**src/rtl/rce_pkg.sv**
```systemverilog
package rce_pkg;

  localparam int INT_BITS        = 31;
  localparam int FRAC_BITS       = 32;
  localparam int MAX_FRAC_DIGITS = 32;
  localparam int RESULT_LIMIT    = 63;

  localparam int DIGIT_W  = 4;
  localparam int RADIX_W  = 5;
  localparam int CFG_W    = 32;
  localparam int CFG_IDX_W = 1;

  // register indexes on the configuration port
  localparam logic [CFG_IDX_W-1:0] CFG_RADIX     = 1'd0;
  localparam logic [CFG_IDX_W-1:0] CFG_THRESHOLD = 1'd1;

  localparam logic [RADIX_W-1:0] RADIX_RESET     = 5'd10;
  localparam logic [FRAC_BITS-1:0] THRESHOLD_RESET = 32'd429;

  // divide-by-radix unit: quotient bits per cycle and steps per digit
  localparam int DIV_CHUNK  = 8;
  localparam int DIV_STEPS  = (INT_BITS + DIV_CHUNK - 1) / DIV_CHUNK;
  localparam int DIV_W      = DIV_STEPS * DIV_CHUNK;
  localparam int DIV_STEP_W = (DIV_STEPS > 1) ? $clog2(DIV_STEPS) : 1;

  // integer digit stack: base 2 gives one digit per bit
  localparam int STACK_DEPTH = INT_BITS;
  localparam int STACK_IDX_W = $clog2(STACK_DEPTH);
  localparam int ND_W        = $clog2(STACK_DEPTH + 1);
  localparam int CNT_W       = $clog2(RESULT_LIMIT + 1);
  localparam int FCNT_W      = $clog2(MAX_FRAC_DIGITS + 1);

  typedef struct packed {
    logic [INT_BITS-1:0]  int_part;
    logic [FRAC_BITS-1:0] frac_part;
  } rce_in_t;

  typedef struct packed {
    logic [DIGIT_W-1:0] digit;
    logic               in_fraction;
    logic               first_fraction;
    logic               last_digit;
  } rce_out_t;

  typedef struct packed {
    logic load;
    logic div_step;
    logic pop;
    logic frac_step;
  } rce_cmd_t;

  typedef struct packed {
    logic v_zero;
    logic nd_zero;
    logic nd_one;
    logic frac_go;
    logic frac_last;
  } rce_status_t;

  function automatic logic [RADIX_W-1:0] radix_clamp(input logic [RADIX_W-1:0] r);
    logic [RADIX_W-1:0] res;
    if (r < RADIX_W'(2)) begin
      res = RADIX_W'(2);
    end else if (r > RADIX_W'(16)) begin
      res = RADIX_W'(16);
    end else begin
      res = r;
    end
    return res;
  endfunction

endpackage

```
**src/rtl/rce_ctrl.sv**
```systemverilog
module rce_ctrl
  import rce_pkg::*;
(
  input  logic        clk,
  input  logic        rst,
  input  logic        start,
  input  rce_status_t st,
  output rce_cmd_t    cmd,
  output logic        busy
);

  typedef enum logic [3:0] {
    S_IDLE = 4'b0001,
    S_DIV  = 4'b0010,
    S_POP  = 4'b0100,
    S_FRAC = 4'b1000
  } state_t;

  state_t state, state_next;

  always_ff @(posedge clk) begin
    if (rst) begin
      state <= S_IDLE;
    end else begin
      state <= state_next;
    end
  end

  always_comb begin
    state_next = state;
    cmd        = '0;
    case (state)
      S_IDLE: begin
        if (start) begin
          cmd.load   = 1'b1;
          state_next = S_DIV;
        end
      end
      S_DIV: begin
        // the value only changes at a digit boundary, so zero means done
        if (st.v_zero) begin
          state_next = st.nd_zero ? S_FRAC : S_POP;
        end else begin
          cmd.div_step = 1'b1;
        end
      end
      S_POP: begin
        cmd.pop = 1'b1;
        if (st.nd_one) begin
          state_next = S_FRAC;
        end
      end
      S_FRAC: begin
        if (st.frac_go) begin
          cmd.frac_step = 1'b1;
          if (st.frac_last) begin
            state_next = S_IDLE;
          end
        end else begin
          state_next = S_IDLE;
        end
      end
      default: begin
        state_next = S_IDLE;
      end
    endcase
  end

  assign busy = (state != S_IDLE);

endmodule

```
**src/rtl/rce_datapath.sv**
```systemverilog
module rce_datapath
  import rce_pkg::*;
(
  input  logic                 clk,
  input  logic                 rst,
  input  rce_cmd_t             cmd,
  input  rce_in_t              operand,
  input  logic [RADIX_W-1:0]   radix,
  input  logic [FRAC_BITS-1:0] frac_threshold,
  output rce_status_t          st,
  output rce_out_t             result,
  output logic                 result_valid
);

  logic [INT_BITS-1:0]   v;
  logic [FRAC_BITS-1:0]  f;
  logic [RADIX_W-1:0]    r;
  logic [DIV_W-1:0]      sh;
  logic [DIGIT_W-1:0]    rem;
  logic [DIV_STEP_W-1:0] dstep;
  logic [ND_W-1:0]       nd;
  logic [CNT_W-1:0]      cnt;
  logic [FCNT_W-1:0]     fcnt;
  logic [DIGIT_W-1:0]    stack [STACK_DEPTH];

  logic [DIV_W-1:0]            dn;
  logic [RADIX_W-1:0]          rem_w;
  logic [RADIX_W-1:0]          trial;
  logic                        div_last;
  logic [FRAC_BITS+RADIX_W-1:0] prod;
  logic [FRAC_BITS-1:0]        f_new;
  logic [DIGIT_W-1:0]          f_digit;
  logic [STACK_IDX_W-1:0]      push_idx;
  logic [STACK_IDX_W-1:0]      pop_idx;
  logic [ND_W-1:0]             nd_dec;
  logic                        f_above;
  logic                        pop_last;

  // eight restoring steps of divide-by-radix, remainder stays below 16
  always_comb begin
    dn    = (dstep == '0) ? DIV_W'(v) : sh;
    rem_w = (dstep == '0) ? '0 : RADIX_W'(rem);
    trial = '0;
    for (int k = 0; k < DIV_CHUNK; k++) begin
      trial = {rem_w[DIGIT_W-1:0], dn[DIV_W-1]};
      dn    = {dn[DIV_W-2:0], 1'b0};
      if (trial >= r) begin
        rem_w = trial - r;
        dn[0] = 1'b1;
      end else begin
        rem_w = trial;
      end
    end
  end

  assign div_last = (dstep == DIV_STEP_W'(DIV_STEPS - 1));
  assign push_idx = nd[STACK_IDX_W-1:0];
  assign nd_dec   = nd - ND_W'(1);
  assign pop_idx  = nd_dec[STACK_IDX_W-1:0];

  assign prod    = FRAC_BITS'(f) * r;
  assign f_new   = prod[FRAC_BITS-1:0];
  assign f_digit = prod[FRAC_BITS+DIGIT_W-1:FRAC_BITS];
  assign f_above = (f > frac_threshold);

  // fraction digits follow while above threshold and under both caps
  assign st.frac_go = f_above && (fcnt < FCNT_W'(MAX_FRAC_DIGITS))
                      && (cnt < CNT_W'(RESULT_LIMIT));
  assign st.frac_last = (f_new <= frac_threshold)
                        || (fcnt == FCNT_W'(MAX_FRAC_DIGITS - 1))
                        || (cnt == CNT_W'(RESULT_LIMIT - 1));
  assign pop_last = (nd == ND_W'(1))
                    && !(f_above && (cnt < CNT_W'(RESULT_LIMIT - 1)));
  assign st.v_zero  = (v == '0);
  assign st.nd_zero = (nd == '0);
  assign st.nd_one  = (nd == ND_W'(1));

  always_ff @(posedge clk) begin
    if (cmd.div_step && div_last) begin
      stack[push_idx] <= rem_w[DIGIT_W-1:0];
    end
  end

  always_ff @(posedge clk) begin
    if (rst) begin
      dstep        <= '0;
      nd           <= '0;
      cnt          <= '0;
      fcnt         <= '0;
      result_valid <= 1'b0;
    end else begin
      result_valid <= 1'b0;
      if (cmd.load) begin
        dstep <= '0;
        nd    <= '0;
        cnt   <= '0;
        fcnt  <= '0;
      end
      if (cmd.div_step) begin
        if (div_last) begin
          dstep <= '0;
          nd    <= nd + ND_W'(1);
        end else begin
          dstep <= dstep + DIV_STEP_W'(1);
        end
      end
      if (cmd.pop) begin
        nd           <= nd_dec;
        cnt          <= cnt + CNT_W'(1);
        result_valid <= 1'b1;
      end
      if (cmd.frac_step) begin
        fcnt         <= fcnt + FCNT_W'(1);
        cnt          <= cnt + CNT_W'(1);
        result_valid <= 1'b1;
      end
    end
  end

  always_ff @(posedge clk) begin
    if (cmd.load) begin
      v <= operand.int_part;
      f <= operand.frac_part;
      r <= radix_clamp(radix);
    end
    if (cmd.div_step) begin
      sh  <= dn;
      rem <= rem_w[DIGIT_W-1:0];
      if (div_last) begin
        v <= dn[INT_BITS-1:0];
      end
    end
    if (cmd.pop) begin
      result.digit          <= stack[pop_idx];
      result.in_fraction    <= 1'b0;
      result.first_fraction <= 1'b0;
      result.last_digit     <= pop_last;
    end
    if (cmd.frac_step) begin
      f                     <= f_new;
      result.digit          <= f_digit;
      result.in_fraction    <= 1'b1;
      result.first_fraction <= (fcnt == '0);
      result.last_digit     <= st.frac_last;
    end
  end

endmodule

```
**src/rtl/radix_conversion_digit_emitter_top.sv**
```systemverilog
// radix conversion digit emitter: takes a non-negative fixed-point number (unsigned
// integer part plus a binary fraction scaled by 2^32) on start while busy is low and
// writes it out in base R, one digit per result_valid strobe. integer digits come out
// most significant first, then fraction digits while the remaining fraction is above
// frac_threshold, at most 32 of them. a result is shown for exactly one cycle and the
// receiver cannot stall, so it must take every strobe. an input of zero gives no
// results. radix below 2 acts as 2, above 16 as 16. a transaction loads the operand,
// divides out each integer digit in the shared divide-by-radix unit (eight quotient
// bits a cycle over a 32-bit dividend) and pushes it onto the digit stack, pops and
// emits the integer digits from the stack, then each fraction digit from a 32x5
// multiply. registers must be written only while busy is low; the block itself does
// not enforce it.
module radix_conversion_digit_emitter_top
  import rce_pkg::*;
(
  input  logic                 clk,
  input  logic                 rst,
  input  logic                 start,
  output logic                 busy,
  input  rce_in_t              operand,
  output rce_out_t             result,
  output logic                 result_valid,
  input  logic                 cfg_we,
  input  logic [CFG_IDX_W-1:0] cfg_index,
  input  logic [CFG_W-1:0]     cfg_data
);

  // configuration registers
  logic [RADIX_W-1:0]   radix;
  logic [FRAC_BITS-1:0] frac_threshold;

  // command and status between controller and datapath
  rce_cmd_t    cmd;
  rce_status_t st;

  always_ff @(posedge clk) begin
    if (rst) begin
      radix          <= RADIX_RESET;
      frac_threshold <= THRESHOLD_RESET;
    end else if (cfg_we) begin
      case (cfg_index)
        CFG_RADIX:     radix          <= cfg_data[RADIX_W-1:0];
        CFG_THRESHOLD: frac_threshold <= cfg_data[FRAC_BITS-1:0];
        default: begin
          // unused index, write is dropped
        end
      endcase
    end
  end

  // sequencing: load, divide digits onto the stack, pop them, then fraction digits
  rce_ctrl u_ctrl (
    .clk   (clk),
    .rst   (rst),
    .start (start),
    .st    (st),
    .cmd   (cmd),
    .busy  (busy)
  );

  // arithmetic, digit stack, counters and the registered result transaction
  rce_datapath u_dp (
    .clk            (clk),
    .rst            (rst),
    .cmd            (cmd),
    .operand        (operand),
    .radix          (radix),
    .frac_threshold (frac_threshold),
    .st             (st),
    .result         (result),
    .result_valid   (result_valid)
  );

endmodule

```
**config.mk**
```make
export PLATFORM = sky130hd
export DESIGN_NAME = radix_conversion_digit_emitter_top
export DESIGN_NICKNAME = d
export VERILOG_FILES = /design/src/rtl/rce_pkg.sv /design/src/rtl/rce_ctrl.sv /design/src/rtl/rce_datapath.sv /design/src/rtl/radix_conversion_digit_emitter_top.sv
export SDC_FILE = /design/constraint.sdc
export NUM_CORES = 1
export LEC_CHECK = 0
export BUFFER_PORTS_ARGS = -buffer_cell sky130_fd_sc_hd__buf_2
export CAP_MARGIN = 20
export CORE_MARGIN = 1.5
export CORE_UTILIZATION = 68
export CTS_CLUSTER_SIZE = 40
export DETAILED_ROUTE_END_ITERATION = 8
export MAX_ROUTING_LAYER = met4
export PLACE_DENSITY = 0.95
export SYNTH_ARGS = -nofsm -noshare
export SYNTH_HDL_FRONTEND = slang
export SYNTH_SLANG_ARGS = --single-unit
```
**constraint.sdc**
```tcl
create_clock -name clk -period 39.4 [get_ports clk]
set_clock_uncertainty 0.05 [all_clocks]
set_input_delay 0 -clock clk [delete_from_list [all_inputs] [get_ports clk]]
set_output_delay 0 -clock clk [all_outputs]
set_load 0.01 [all_outputs]
```
; Word level (Yosys, flattened, before mapping)
; Memory sizes are Yosys's and may differ from the RTL's.
; Index checks and enable logic that the tools add are counted.
[word_totals]
register_bits = 172
ramBits = 124
inputBits = 100
output_inout_bits = 9
memories = 1
[memory_table]
columns = memory, words, width, read_ports, rd_clocked_by_memory_dff, wr, line
row1 = u_dp.stack, 31, 4, 1, 0, 1, rce_datapath.sv:24  ; logic [DIGIT_W-1:0] stack [STACK_DEPTH];
[op_classes]
addsub = 13
n_mul = 1
order_cmp = 15
n_eq_ne = 13
n_mux = 55
bitwise = 1
n_reduce_logical = 20
[op_table]
columns = op, count
row1 = 32-bit 2-to-1 mux, 3
row2 = 31-bit 2-to-1 mux, 3
row3 = 4-bit 2-to-1 mux, 15
row4 = 5-bit greater-or-equal comparator, 8
row5 = 32-bit by 5-bit multiplier with 36-bit output, 1
row6 = 32-bit > comparator, 1
row7 = 32-bit <= comparator, 1
row8 = 4-bit subtractor, 8
row9 = 31-bit logical NOT, 1
row10 = 5-bit 2-to-1 mux, 5
row11 = 6-bit 2-to-1 mux, 4
row12 = 1-bit 2-to-1 mux, 19
row13 = "6-bit less-than comparator, second input constant", 3
row14 = 4-bit case mux with 4 select lines, 1
row15 = 7-bit 2-to-1 mux, 2
row16 = "6-bit by 1-bit adder with 6-bit output, second input constant", 2
row17 = "6-bit by 5-bit == test with 1-bit output, second input constant", 1
row18 = "6-bit == test, second input constant", 1
row19 = 6-bit logical NOT, 1
row20 = 2-bit 2-to-1 mux, 3
row21 = "2-bit != test, second input constant", 3
row22 = 2-bit nonzero test, 3
row23 = "5-bit by 1-bit adder with 5-bit output, second input constant", 1
row24 = "5-bit by 1-bit == test with 1-bit output, second input constant", 1
row25 = other kinds (21), 27

; Logic depth before layout (Yosys ltp)
; Gate-level depths: netlist of the first run.
[logic_depth]
ltp_word = 20
ltp_mapped = 65
depth_no_buf = 61

; Modules after synthesis
; Synthesis of the first run repeated with hierarchy kept, for this count alone.
[unflattened]
cells_unflattened = 1920
area_unflattened_um2 = 20591.0
[by_module_without_submodules]
columns = mod, n_inst, cells_per_inst, area_per_inst_um2, seq_area_each_um2
row1 = rce_datapath, 1, 1726, 18729.2, 7136.8
row2 = radix_conversion_digit_emitter_top, 1, 163, 1584.0, 740.7
row3 = rce_ctrl, 1, 31, 277.8, 80.1

; Least setup slack after synthesis of the first run
; No wires, ideal clock.
[synth_timing]
path_kind = reg2reg
startpoint = register u_dp.dstep[0]
endpoint = register u_dp.rem[3], data pin
arrival_ns = 13.528
required_ns = 38.876
slack_ns = 25.348
stages_incl_launch_ff = 61
path_cell_list = dfxtp_1 -> inv_1 -> ha_1 -> buf_2 -> buf_1 -> clkbuf_1 -> nor2b_1 -> ha_1 -> nand2_1 -> o21ai_1 -> mux2_2 -> ha_1 -> o21ai_0 -> a31oi_1 -> o21ai_0 -> nand2b_1 -> clkbuf_1 -> mux2i_1 -> [25 not listed] -> inv_1 -> o21ai_0 -> inv_1 -> ha_1 -> a21boi_0 -> o21ai_0 -> nand2b_1 -> a21o_1 -> clkbuf_1 -> mux2i_1 -> ha_1 -> o21ai_0 -> a21boi_0 -> o21ai_0 -> nand2b_1 -> a21oi_1 -> inv_1 -> o311ai_1
[synth_via]
elab_chain_cells = 18
word_cells_on_any_way = 27
cone_classes = 8 x add/sub / 8 x order compare / 10 x mux / 1 x reduce/logical
[synth_rtl]
columns = item, line
row1 = start: declaration, rce_datapath.sv:20  ; logic [DIV_STEP_W-1:0] dstep;
row2 = start signal: assignment, rce_datapath.sv:104  ; dstep <= dstep + DIV_STEP_W'(1);
row3 = 2-bit logical NOT *, "rce_datapath.sv:41, rce_datapath.sv:42"
row4 = 32-bit 2-to-1 mux / 4-bit 2-to-1 mux (equally long branches), "rce_datapath.sv:41, rce_datapath.sv:42"
row5 = 4-bit subtractor / 5-bit greater-or-equal comparator (equally long branches), "rce_datapath.sv:48, rce_datapath.sv:47"
row6 = 4-bit 2-to-1 mux, rce_datapath.sv:47  ; if (trial >= r) begin
row7 = 4-bit subtractor / 5-bit greater-or-equal comparator (equally long branches), "rce_datapath.sv:48, rce_datapath.sv:47"
row8 = 4-bit 2-to-1 mux, rce_datapath.sv:47
row9 = 4-bit subtractor / 5-bit greater-or-equal comparator (equally long branches), "rce_datapath.sv:48, rce_datapath.sv:47"
row10 = 4-bit 2-to-1 mux, rce_datapath.sv:47
row11 = [3 not listed], --
row12 = 4-bit 2-to-1 mux, rce_datapath.sv:47
row13 = 4-bit subtractor / 5-bit greater-or-equal comparator (equally long branches), "rce_datapath.sv:48, rce_datapath.sv:47"
row14 = 4-bit 2-to-1 mux, rce_datapath.sv:47
row15 = 4-bit subtractor / 5-bit greater-or-equal comparator (equally long branches), "rce_datapath.sv:48, rce_datapath.sv:47"
row16 = 4-bit 2-to-1 mux, rce_datapath.sv:47
row17 = 4-bit subtractor / 5-bit greater-or-equal comparator (equally long branches), "rce_datapath.sv:48, rce_datapath.sv:47"
row18 = 4-bit 2-to-1 mux *, rce_datapath.sv:47
row19 = named net u_dp.rem_w[3], rce_datapath.sv:27  ; logic [RADIX_W-1:0] rem_w;
row20 = end signal: assignment, rce_datapath.sv:128  ; rem <= rem_w[DIGIT_W-1:0];
row21 = end: declaration, rce_datapath.sv:19  ; logic [DIGIT_W-1:0] rem;
; Mark *: on every way through the listed nets, which the timed path passes. The rest lies on a longest branch.
; A chain may end at the register's enable or synchronous reset.

; Worst setup path in the final report of the first run
[layout_timing]
startpoint = register u_dp.dstep[0]
endpoint = memory u_dp.stack[17][2], data pin
[layout_via]
elab_chain_cells = 18
word_cells_on_any_way = 27
cone_classes = 8 x add/sub / 8 x order compare / 10 x mux / 1 x reduce/logical
[layout_rtl]
columns = item, line
row1 = 2-bit logical NOT *, "rce_datapath.sv:41, rce_datapath.sv:42"
row2 = 32-bit 2-to-1 mux / 4-bit 2-to-1 mux (equally long branches), "rce_datapath.sv:41, rce_datapath.sv:42"
row3 = 4-bit subtractor / 5-bit greater-or-equal comparator (equally long branches), "rce_datapath.sv:48, rce_datapath.sv:47"
row4 = 4-bit 2-to-1 mux, rce_datapath.sv:47
row5 = 4-bit subtractor / 5-bit greater-or-equal comparator (equally long branches), "rce_datapath.sv:48, rce_datapath.sv:47"
row6 = 4-bit 2-to-1 mux, rce_datapath.sv:47
row7 = 4-bit subtractor / 5-bit greater-or-equal comparator (equally long branches), "rce_datapath.sv:48, rce_datapath.sv:47"
row8 = 4-bit 2-to-1 mux, rce_datapath.sv:47
row9 = [3 not listed], --
row10 = 4-bit 2-to-1 mux, rce_datapath.sv:47
row11 = 4-bit subtractor / 5-bit greater-or-equal comparator (equally long branches), "rce_datapath.sv:48, rce_datapath.sv:47"
row12 = 4-bit 2-to-1 mux, rce_datapath.sv:47
row13 = 5-bit greater-or-equal comparator / 4-bit subtractor (equally long branches), "rce_datapath.sv:47, rce_datapath.sv:48"
row14 = 4-bit 2-to-1 mux, rce_datapath.sv:47
row15 = 4-bit subtractor / 5-bit greater-or-equal comparator (equally long branches), "rce_datapath.sv:48, rce_datapath.sv:47"
row16 = 4-bit 2-to-1 mux *, rce_datapath.sv:47
row17 = named net u_dp.rem_w[2], rce_datapath.sv:27
row18 = end: declaration, rce_datapath.sv:24
; Marked as above.

==> flow_summary.ini, run 1 <==
[timing]
setup_slack_ps = 24300
max_freq_mhz = 66.2
maxSlewViolCount = 0
tns_ps = 0
max_slew_margin_pct = 17.6
period_needed_ps = 15100
tightest_slew_ps = 1220
rsz0062_at_grt = false
min_period_over_period_pct = 38.3
hold-worst-slack_ps = 41.5
hold_viol = 0
setup_viol = 0

[clocking]
postCtsSetupBuffers = 0
clk_pin_slew_worst_paths_ps = 60
numCtsBuffers = 31
cts_tree = done
h-tree-depth = 1
clock-sinks = 296
clock_latency_ps = 610
cts_buffer_depth = 3
cts-root-buf = clkbuf_16

[drt]
ant_nets = 0
drcViolationCount = 0
dr.pass1.iters = 8
via_per_inst = 6.47
wirelength_um = 57000
vias = 16200
wl_per_cell_um = 22.8
first_iter_violations = 1613

[setup_path]
critPathTopFamily = compound AO/OA/AOI/OAI gates
critPathCaptureType = flip-flop
critPathBufInv = 5
cpMostUsedCell = a21o_1
critPathArrivalTime_ps = 15350
reg2reg_slack_ps = 24300
startpoint_type = flip-flop
slowest_delay_ps = 740
reg2reg_to = u_dp.stack[17][2]
r2r-start = u_dp.dstep[0]
cp.required_ps = 39650
critical_path_class = flip-flop to flip-flop
cp_slowest_cell = mux2_2
path_max_fanout = 40
rr_worst_depth = 59

[finish]
fill_cells = 1590
drive_gt1_share_pct = 13.7
fin_nets = 2450
final_area_sq_um = 23000
fin_util_pct = 79.6
area_growth_pct = 14.7

[worst_hold_path]
hold_path_class = input pin to flip-flop
worstHoldStart = cfg_index
holdPathEnd = radix[3]
hold_depth = 3

[synthesis]
avgSynthCellArea_sq_um = 10.5
syn_area_sq_um = 20000
synth_top_area_cell = edfxtp_1
netlist_instances = 1913
synth_cell_types = 71
yosys_warnings = 0
synth_common_cells = nand2_1 (285), edfxtp_1 (203), ha_1 (158)
ys_ff_latch = 296
synth.area.top_cells = edfxtp_1 (30%), ha_1 (9.9%), fa_1 (9.6%)
synth_ff_type = edfxtp_1
synth.most_common_cell = nand2_1
syn_nets = 2267
synthArstFlopShare_pct = 0
synth_edf_count = 203
synth.top_cell.area_share_pct = 30.4
yosysSeqAreaShare_pct = 39.7

[place]
gp_congestion = 0.923
io_buffers = 108
place_worst_setup_slack_ps = 24870
dpl-instance-area_sq_um = 20900
dp_hpwl_um = 35900

[die]
core.rowCount = 62
pin_count = 109
core_sq_um = 28900
die_y_um = 175
die_area_sq_um = 30500
die_width_um = 175
start_util_pct = 69.4

[job]
maxCapViolations = 0

[grt]
track_usage_pct = 38.7
grt.overflow.total = 0
grt_pass1_vias = 16700
grt_antenna_before_repair = 1
grt_max_degree = 65
grt_first_pass_wirelength_um = 88900

[outcome]
outcome = complete, no violations

[power_and_ir_drop]
p_per_area_nw_per_um2 = 90.9
leakage_nw = 9.59
vdd_drop_max_mv = 0.374
==> power breakdown <==
| part | switching [mW] | leakage [nW] | total (mW) | internal [mW] |
|---|---|---|---|---|
| sequential | 0.0190 | 2.61 | 0.668 | 0.649 |
| combinational | 0.745 | 6.49 | 1.12 | 0.376 |
| clock | 0.134 | 0.497 | 0.298 | 0.165 |
| total | 0.898 | 9.59 | 2.09 | 1.19 |
==> through the flow <==
| stage | std cells | power (mW) |
|---|---|---|
| after floorplan | 1913 | 1.40 |
| after CTS | 2501 | 2.04 |
| final | 2506 | 2.09 |
| after global routing | 2506 | 2.18 |
| after detailed placement | 2344 | 1.73 |
| after global placement | 2342 | 1.66 |
==> logic make-up (layout without fill, tap and decap cells) <==
group	count (synthesis)	after routing	share of synthesized area, %
AOI/OAI and AO/OA	313	313	10.2
muxes	125	125	8.87
adders and majority gates	254	254	19.5
other	0	1	0
buffers and inverters	228	436	4.40
DFF	296	296	39.7
xor gates and xnor gates	54	54	2.36
and+or+nand+nor	643	643	15.0
==> tightest hold or removal path, stage by stage <==
cell and delay (ps):
buf_2 110, nand2b_1 370, a211o_1 180
==> state kept, by name (all words and copies together) (netlist names) <==
name               cells
u_dp.stack           124
radix                  5
u_dp.fcnt              6
u_dp.dstep             2
u_dp.cnt               6
u_dp.r                 5
u_dp.rem               4
u_dp.result_valid      1
u_dp.sh               32
u_ctrl.state           4
u_dp.v                31
frac_threshold        32
u_dp.nd                5
u_dp.result            7
u_dp.f                32
==> layout by cell type, fill, tap and decap left out, types with 12 or more instances in the layout <==
cell	n
a31oi_1	38
nor3_1	16
nand3_1	25
a21oi_1	97
buf_4	16
buf_2	108
a211oi_1	13
clkbuf_16	31
nand3b_1	12
dfxtp_1	92
mux2_2	60
ha_1	158
xnor2_1	42
nor2_1	125
nor2b_1	14
mux2i_1	28
xor2_1	12
nand4_1	24
a21o_1	54
dlygate4sd3_1	99
and2_1	70
fa_1	96
nand2b_1	23
edfxtp_1	203
o21ai_0	38
inv_1	149
mux4_2	36
nand2_1	285
==> worst max path at each step <==
| stage | slack (ps) | end | depth (start not counted) | from |
|---|---|---|---|---|
| finish | 24300 | u_dp.stack[17][2] | 59 | u_dp.dstep[0] |
| global route | 23350 | u_dp.stack[17][2] | 59 | u_dp.dstep[0] |
| CTS | 24790 | u_dp.stack[18][2] | 59 | u_dp.dstep[0] |
| detailed placement | 24870 | u_dp.stack[16][2] | 59 | u_dp.dstep[0] |
| global placement | 25440 | u_dp.stack[4][2] | 59 | u_dp.dstep[0] |
| floorplan | 25350 | u_dp.rem[3] | 60 | u_dp.dstep[0] |
==> area by class of cell <==
class	count	area, sq um	share of cell area [%]
Clock inverter	16	156	0.681
Clock buffer	42	847	3.69
Multi-Input combinational cell	1389	11200	48.8
Tap cell	384	480	2.09
Timing Repair Buffer	229	1760	7.67
Antenna cell	1	2.50	0.0109
Sequential cell	296	7960	34.6
Inverter	149	559	2.43
==> per-layer routing <==
layer | track usage, % | routed length [um] | vias up
met3 | 5.81 | 4810 | 234
met2 | 66.4 | 28700 | 1016
met5 | - | 0 | -
met1 | 45.1 | 20600 | 7854
met4 | 17.3 | 2870 | 0
li1 | - | - | 7117
==> what timing repair did <==
item	in CTS	in global routing
endpoints found under the setup margin	0	0
hold buffers	99	0
hold endpoints to repair	103	0
resized for setup	0	0
(Power assumes the default switching activity.)
==> inputs of run 2 (changes only) <==
Settings changed: ABC_AREA from default to 1, CORE_UTILIZATION 68 to 57, PLACE_DENSITY 0.95 to 0.89.
Clock period 39.4 ns to 13.6 ns, I/O delays scaled along.
==> run 2 against run 1 <==
- die area grew 24%
- core utilization is 13 points lower
- non-clock buffer count increased by 4
- first-iteration DRC count rose by 12%
- highest routed layer unchanged
- design area is 4.4% higher
- register-to-register slack lost 23000 ps
- sequential share of layout area shrank 1.5 points
- sequential cell count did not move
==> flow_summary.ini, run 2 <==
[outcome]
outcome = complete, no violations

[finish]
area_growth_pct = 14.7
final_common_cell = nand2_1
antenna_cells = 0
drive_gt1_share_pct = 8.79
fin_nets = 3060
top_register = u_dp.stack
largest_reg_flops = 124
final_cell_mix = nand2_1 (697), inv_1 (346), edfxtp_1 (203)

[die]
pin_count = 109
core.rowCount = 69
die_width_um = 195
start_util_pct = 58.4
die_y_um = 195
core_sq_um = 35800
die_area_sq_um = 37900

[setup_path]
cp_slowest_cell = nand2_1
slowest_delay_ps = 640
critical_path_class = flip-flop to flip-flop
critPathCaptureType = flip-flop
rr_worst_depth = 79
cpMostUsedCell = nand2_1
r2r-start = u_dp.dstep[0]
endpoint = u_dp.stack[27][3]
critPathArrivalTime_ps = 12570
startpoint_type = flip-flop
path_max_fanout = 53
reg2reg_to = u_dp.stack[27][3]
cp.required_ps = 13610
cp-startpoint = u_dp.dstep[0]
reg2reg_slack_ps = 1040

[timing]
setup_viol = 0
hold_viol = 0
tns_ps = 0
maxSlewViolCount = 0
tightest_slew_ps = 1110
min_period_over_period_pct = 92.3
max_freq_mhz = 79.6
rsz0062_at_grt = false
period_needed_ps = 12560
max_slew_margin_pct = 25.9

[synthesis]
avgSynthCellArea_sq_um = 8.27
syn_area_sq_um = 20900
synthArstFlopShare_pct = 0
synth.area.top_cells = edfxtp_1 (29%), nand2_1 (13%), ha_1 (9.5%)
synth_edf_count = 203
ys_ff_latch = 296
synth_top_area_cell = edfxtp_1
synth.top_cell.area_share_pct = 29.1
synth_common_cells = nand2_1 (698), inv_1 (346), edfxtp_1 (203)
synth_ff_type = edfxtp_1
netlist_instances = 2528
synth_cell_types = 58
yosys_warnings = 0
synth.most_common_cell = nand2_1
syn_nets = 2882
yosysSeqAreaShare_pct = 38.0

[drt]
ant_nets = 0
first_iter_violations = 1799
via_per_inst = 5.76
wirelength_um = 58600
dr.pass1.iters = 6
wl_per_cell_um = 18.4
drcViolationCount = 0
vias = 18400

[clocking]
cts_tree = done
cts-root-buf = clkbuf_16
clock_latency_ps = 610
h-tree-depth = 1
cts_buffer_depth = 3
postCtsSetupBuffers = 0
clk_pin_slew_worst_paths_ps = 70
clock-sinks = 296
numCtsBuffers = 31

[place]
gp_congestion = 0.944
dp_hpwl_um = 39800
io_buffers = 108

[grt]
grt_pass1_vias = 18600
grt_first_pass_wirelength_um = 94000
grt.overflow.total = 0
grt_max_degree = 66
grt_antenna_before_repair = 0
track_usage_pct = 32.0

[worst_hold_path]
hold_path_class = input pin to flip-flop

[job]
maxCapViolations = 0
==> run 2: cell count changes after synthesis, sizes merged, moves of 24 or more <==
cell,previous run,this run
mux4,36,0
and2,70,6
nand2,286,706
nand3,26,103
mux2i,29,5
xnor2,42,10
a21oi,97,182
a21o,54,7
inv,149,355
mux2,60,0
xor2,12,41
o21ai,40,175
==> run 2: through the flow <==
stage                     instance area (sq um)  hold slack [ps]  utilization [%]  cells  setup WS [ps]
after floorplan                           20900             19.1                -   2528           2370
after global placement                    21800              173             60.8   3026           1780
final                                     24000              101             67.0   3192           1040
after detailed placement                  21800              177             60.8   3026           1220
after global routing                      24000              114             67.0   3192           8.48
after CTS                                 24000             76.9             66.9   3190           1160
==> run 2: cell type report <==
class	count	area (sq um)
tap	461	577
fill	2715	11800
inverter	358	1350
sequential	296	7960
multi-input combinational	1786	11200
clock buffer	32	779
timing repair buffer	233	1770
clock inverter	26	329
==> run 2: cells by family after synthesis <==
family                     synth area share [%]
DFF                                        38.0
AOI/OAI and AO/OA                          12.1
buffers and inverters                      8.30
xor gates and xnor gates                   2.26
muxes                                     0.239
and+or+nand+nor                            20.4
adders and majority gates                  18.6
==> run 2: metal layers <==
layer  vias up  GRT usage [%]  wire, um
met5         -              -         0
met4         0           13.8      2580
met3       184           4.01      4290
met2       875           54.5     29000
met1      8675           38.3     22700
li1       8653              -         -
==> run 2: timing repair <==
| item | 4_1_cts | 5_1_grt |
|---|---|---|
| hold buffers | 106 | 0 |
| resized for setup | 0 | 0 |
| endpoints found under the hold margin | 116 | 0 |
==> run 2: worst min path at each step <==
| stage | startpoint | endpoint | depth (start not counted) |
|---|---|---|---|
| after floorplan | rst | u_dp.dstep[1] | 1 |
| after global placement | cfg_data[7] | frac_threshold[7] | 3 |
| after detailed placement | cfg_data[8] | frac_threshold[8] | 3 |
| after CTS | cfg_data[8] | frac_threshold[8] | 4 |
| after global routing | cfg_data[5] | frac_threshold[5] | 4 |
| final | cfg_data[5] | frac_threshold[5] | 4 |
==> run 2: critical path: cells and delay by family (launching register included) <==
family	cells	cell delay, ps
and+or+nand+nor	45	4610
AOI/OAI and AO/OA	11	2890
adders and majority gates	9	2540
buffers and inverters	14	1540
DFF	1	360
Power of run 2 is left out: the tool's default activity adds up to more than one toggle a clock period on the data nets, which glitch-free logic cannot reach.
